===== config.mk =====
export PLATFORM = sky130hd
export DESIGN_NAME = psd_div_cell
export DESIGN_NICKNAME = d
export VERILOG_FILES = /design/src/hw/rtl/psd_pkg.sv /design/src/hw/rtl/psd_div_cell.sv
export SDC_FILE = /design/constraint.sdc
export NUM_CORES = 1
export LEC_CHECK = 0
export BUFFER_PORTS_ARGS = -buffer_cell sky130_fd_sc_hd__buf_4
export CORE_AREA = 2 2 147 149
export DETAILED_ROUTE_END_ITERATION = 7
export DIE_AREA = 0 0 149 151
export GPL_ROUTABILITY_DRIVEN = 1
export PLACE_DENSITY = 0.76
export SYNTH_ARGS = -nofsm -noshare
export SYNTH_HDL_FRONTEND = slang
export SYNTH_SLANG_ARGS = --single-unit

===== constraint.sdc =====
create_clock -name clk -period 0.8 [get_ports clk]
set_input_delay 0.04 -clock clk [delete_from_list [all_inputs] [get_ports clk]]
set_output_delay 0.04 -clock clk [all_outputs]
set_load 0.01 [all_outputs]

===== src/hw/rtl/psd_pkg.sv =====
// shared types and constants for the point to segment squared distance block
// depends on nothing; used by psd_div_cell and point_segment_distance_sq
package psd_pkg;

	localparam int COORD_W    = 16;
	localparam int DIFF_W     = COORD_W + 1;
	localparam int LEN_W      = 2 * COORD_W + 2;
	localparam int PARAM_FRAC = 16;
	localparam int PARAM_W    = PARAM_FRAC + 1;
	localparam int LIMIT_W    = 16;
	localparam int DIST_W     = 34;
	localparam int DROP       = PARAM_FRAC + 4 - 8;

	// one word travelling down the divider row
	typedef struct packed {
		logic signed [DIFF_W-1:0] ax;
		logic signed [DIFF_W-1:0] ay;
		logic signed [DIFF_W-1:0] dx;
		logic signed [DIFF_W-1:0] dy;
		logic                     deg;
		logic [DIST_W-1:0]        deg_dist;
		logic [LEN_W-1:0]         len;
		logic [LEN_W-1:0]         rem;
		logic [PARAM_FRAC-1:0]    quot;
		logic                     t_one;
	} psd_cell_t;

endpackage


===== src/hw/rtl/psd_div_cell.sv =====
// one restoring division cell: produces one quotient bit per word
// depends on psd_pkg
module psd_div_cell (
	input  logic               clk,
	input  logic               arst_n,
	input  logic               ce,
	input  logic               vld_in,
	input  psd_pkg::psd_cell_t d,
	output logic               vld_q,
	output psd_pkg::psd_cell_t q
);

	logic [psd_pkg::LEN_W:0]   r2;
	logic                      ge;
	psd_pkg::psd_cell_t        nxt;

	// shift remainder, trial subtract
	always_comb begin
		r2  = {d.rem, 1'b0};
		ge  = r2 >= {1'b0, d.len};
		nxt = d;
		if (ge) begin
			nxt.rem = psd_pkg::LEN_W'(r2 - {1'b0, d.len});
		end else begin
			nxt.rem = r2[psd_pkg::LEN_W-1:0];
		end
		nxt.quot = {d.quot[psd_pkg::PARAM_FRAC-2:0], ge};
	end

	// valid flag
	always_ff @(posedge clk or negedge arst_n) begin
		if (!arst_n) begin
			vld_q <= 1'b0;
		end else if (ce) begin
			vld_q <= vld_in;
		end
	end

	// word register
	always_ff @(posedge clk) begin
		if (ce) begin
			q <= nxt;
		end
	end

endmodule


* Yosys cells after proc, flatten, opt, wreduce, memory -nomap -nowiden *
Index checks and enable logic that the tools add are counted.

word-level totals
  flip-flop bits (word level) = 189
  input port bits = 192
  output and inout bits = 189
  word-level logic and storage cells = 15

operators by class
  add/subtract/negate cells = 1
  order comparisons = 1
  muxes and demuxes = 1

operators with widths
  cell              number
  $ge A35 B34 Y1    1
  $mux W34          1
  $sub A34 B34 Y34  1

* Logic depth before layout (Yosys ltp) *
  depth in word-level cells = 2
  gate-level depth with buffers = 14
  depth with buffers taken out = 11

* Worst setup path before layout *
Ideal clock, no wire load.

  kind = in2reg
  start point = input d[51] (netlist bit)
  end point = register q[49] (netlist bit) (data pin)
  setup time = 260 ps
  arrival time = 2,505 ps
  setup slack = -1,966 ps
  stages = 10
  buffers on the path = 0
  path through = inv_1 > fa_1 > a21o_1 > a221oi_4 > a211oi_2 > a311o_2 > a21oi_1 > nor3_1 > or3b_1 > mux2_4

RTL lines
  element               RTL line            text
  from (decl)           psd_div_cell.sv:8   input psd_pkg::psd_cell_t d,
  to (signal assigned)  psd_div_cell.sv:42  q <= nxt;
  to (decl)             psd_div_cell.sv:10  output psd_pkg::psd_cell_t q

==> results.ini <==
[power]
powerDensity_nw_per_um2=1810
peakVddDrop_v=0.00147
leakage_nw=7.03
total_power_mw=29.4

[clocking]
root_buffer=clkbuf_16
path_clk_slew_ps=80
hold_buffers=179
clk_latency_ps=440
h-tree-depth=4
ctsLongestPathBuffers=2
cts_tree=built
clock-sinks=189
cts_buffers=17

[timing]
min_period_over_period_pct=276
max_clock_freq_mhz=452
drv_slew=0
setup_viol=224
clock_skew_ps=0
relSlewSlack_pct=73.2
rsz0062_at_grt=true
hold_slack_ps=-53.6
finalSetupTns_ps=-84780
worstMarginPinSlew_ps=396
fin_crit_ps=2210
fin_ws_ps=-1410
hold_viol=1

[grt]
track_usage_pct=29.7
antenna_found_initial=5
grt-ovfl-total=0
grt_busiest_layer=met2
grtUsageMet3_pct=8.13
grt_pass1_wl_mm=48.7
met2_usage_pct=52.9
grt_pass1_vias=8048
grt_use_met1_pct=33.6
grt_max_degree=26

[synthesis]
ys.flop_type=edfxtp_1
syn_inst=521
synth_top_cell_area_share_pct=69.1
synthTopCellsByArea=edfxtp_1 (69%), ha_1 (5.2%), mux2_2 (2.9%)
yosysMostFrequentCell=edfxtp_1
synth_area_leader_cell=edfxtp_1
synth-seq-cells=189
synth-edff-count=188
ys_seq_area_share_pct=69.4
netlist_area_um2=8170
synth_commonest_cells=edfxtp_1 (188), inv_1 (40), ha_1 (34)
avgSynthCellArea_um2=15.7
ys_types=68
synthArstFlopShare_pct=0.529
yosys_warnings=0
syn_nets=748

[final_layout]
fin_cells=1519
syn2layout_area_growth_pct=98.9
layout-drive-gt1-share_pct=53.8
final_nets=1455
design_area_um2=16200

[setup_path]
worst_path_max_delay_cell=or4_4
worstPathCellList=buf_6, inv_2, ha_4, nand2_4, or4_4, nand4b_1, nor4_4, a2111oi_4, o21a_4, clkinv_8, buf_12, buf_16, mux2_4
critical_path_peak_fanout=5
worst_ep_required_time_ps=990
worstSetupPathType=in2reg
cp_data_arrival_time_ps=2400
start_kind=input port
worst_path_largest_cell_delay_ps=490
endpoint_kind=register

[routing]
wl_per_cell_um=23.0
drc_errors=0
drt_pass1_iterations=5
via_count=7707
finalWirelength_mm=34.9
drt_iter0_markers=590
antenna_left=0
vias_per_cell=5.07

[place]
finalWeightedCongestion=0.869
place_inst=1289
port_buffers=379
dpl_cell_area_um2=12500
place_ws_ps=-1940
dpl.hpwl_mm=22.0

[die]
dieArea_um2=22500
row_count=53
die_x_um=149
start_util_pct=39.2
die_y_um=151
core-area_um2=20800
ios=381

[run_status]
status=finished with violations
violations=negative hold slack, negative setup slack

[flow_run]
cap_viol_max_count=0

[worst_hold_path]
worstHoldPathType=in2reg

[critical path, delay by kind of cell]
kind            cells  cell delay, ps
mux                 1             300
simple gates        4            1070
fa+ha+maj           1             270
compound gates      2             290
buf+inv             5             430
[metrics by stage]
step	hold slack (ps)	utilization [%]
finish	-53.6	78.0
floorplan	-256	-
CTS	-72.5	76.4
global placement	-176	59.8
global route	-50.3	78.0
detailed placement	-173	59.8
[cells by family (layout without fill, tap and decap cells)]
kind of cell	count (synthesis)	after routing	share of synthesized area, %
other	0	3	0
adders and majority gates	35	35	5.45
muxes	31	31	4.67
DFF	189	189	69.4
AOI/OAI and AO/OA	110	110	9.56
buffers and inverters	54	774	2.83
xor gates and xnor gates	27	27	2.90
and+or+nand+nor	75	75	5.15
[final timing paths]
check | start | cells after the start | to | slack (ps)
hold / removal | d[17] | 2 | q[18]$_DFFE_PP_ | -50
setup reg to reg | vld_q$_DFFE_PN0P_ | 1 | vld_q$_DFFE_PN0P_ | 10
setup / recovery | d[81] | 13 | q[23]$_DFFE_PP_ | -1410
max in group asynchronous | arst_n | 3 | vld_q$_DFFE_PN0P_ | 140
hold reg to reg | vld_q$_DFFE_PN0P_ | 1 | vld_q$_DFFE_PN0P_ | 580
min in group asynchronous | arst_n | 3 | vld_q$_DFFE_PN0P_ | 520
[cells in the final DEF, fill, tap and decap left out, types with 4 or more instances in the layout]
| cell | netlist | final |
|---|---|---|
| xnor2_1 | 15 | 14 |
| ha_4 | 0 | 19 |
| xor2_1 | 12 | 12 |
| nand4_1 | 10 | 10 |
| buf_12 | 1 | 12 |
| a21oi_2 | 1 | 10 |
| nor2_1 | 12 | 11 |
| o21ai_2 | 0 | 5 |
| o21ai_0 | 20 | 12 |
| inv_1 | 40 | 24 |
| dlygate4sd3_1 | 0 | 179 |
| buf_6 | 1 | 198 |
| edfxtp_1 | 188 | 188 |
| clkbuf_16 | 0 | 17 |
| inv_4 | 0 | 7 |
| a21oi_1 | 32 | 22 |
| inv_2 | 1 | 9 |
| clkinv_4 | 0 | 4 |
| ha_1 | 34 | 15 |
| a21o_1 | 17 | 17 |
| nand2b_1 | 4 | 4 |
| nor3_1 | 8 | 7 |
| buf_4 | 1 | 305 |
| clkinv_8 | 0 | 4 |
| nand2_1 | 15 | 13 |
| buf_8 | 0 | 4 |
| o211ai_1 | 5 | 5 |
| mux2_4 | 9 | 28 |
| o21bai_1 | 4 | 4 |
[flip-flops by register name, summed over array words and instances (netlist names)]
name	flops
vld_q	1
q	188
[cell type report]
cell class,instances,area (um2)
antenna,3,7.51
clock buffer,18,429
clock inverter,14,151
fill,1163,4580
inverter,41,184
multi-input combinational,278,2770
sequential,189,5670
tap,275,344
timing repair buffer,701,6680
[layer usage]
metal  vias up  share of wire [%]
li1       3430                  -
met1      3792                 36
met2       387                 51
met3        94                7.9
met4         4                4.6
met5         -              0.074
[power breakdown]
group | switching [mW] | internal [mW]
clock network | 4.30 | 4.18
logic | 3.43 | 5.01
registers | 0.485 | 12.0
[timing repair]
item | 4_1_cts | 5_1_grt
pin swaps | 16 | 9
endpoints found under the setup margin | 224 | 224
hold endpoints to repair | 182 | 2
setup buffers | 9 | 9
cloned | 4 | 0
resized for setup | 238 | 73
No activity file was read; power rests on OpenSTA's default activity.
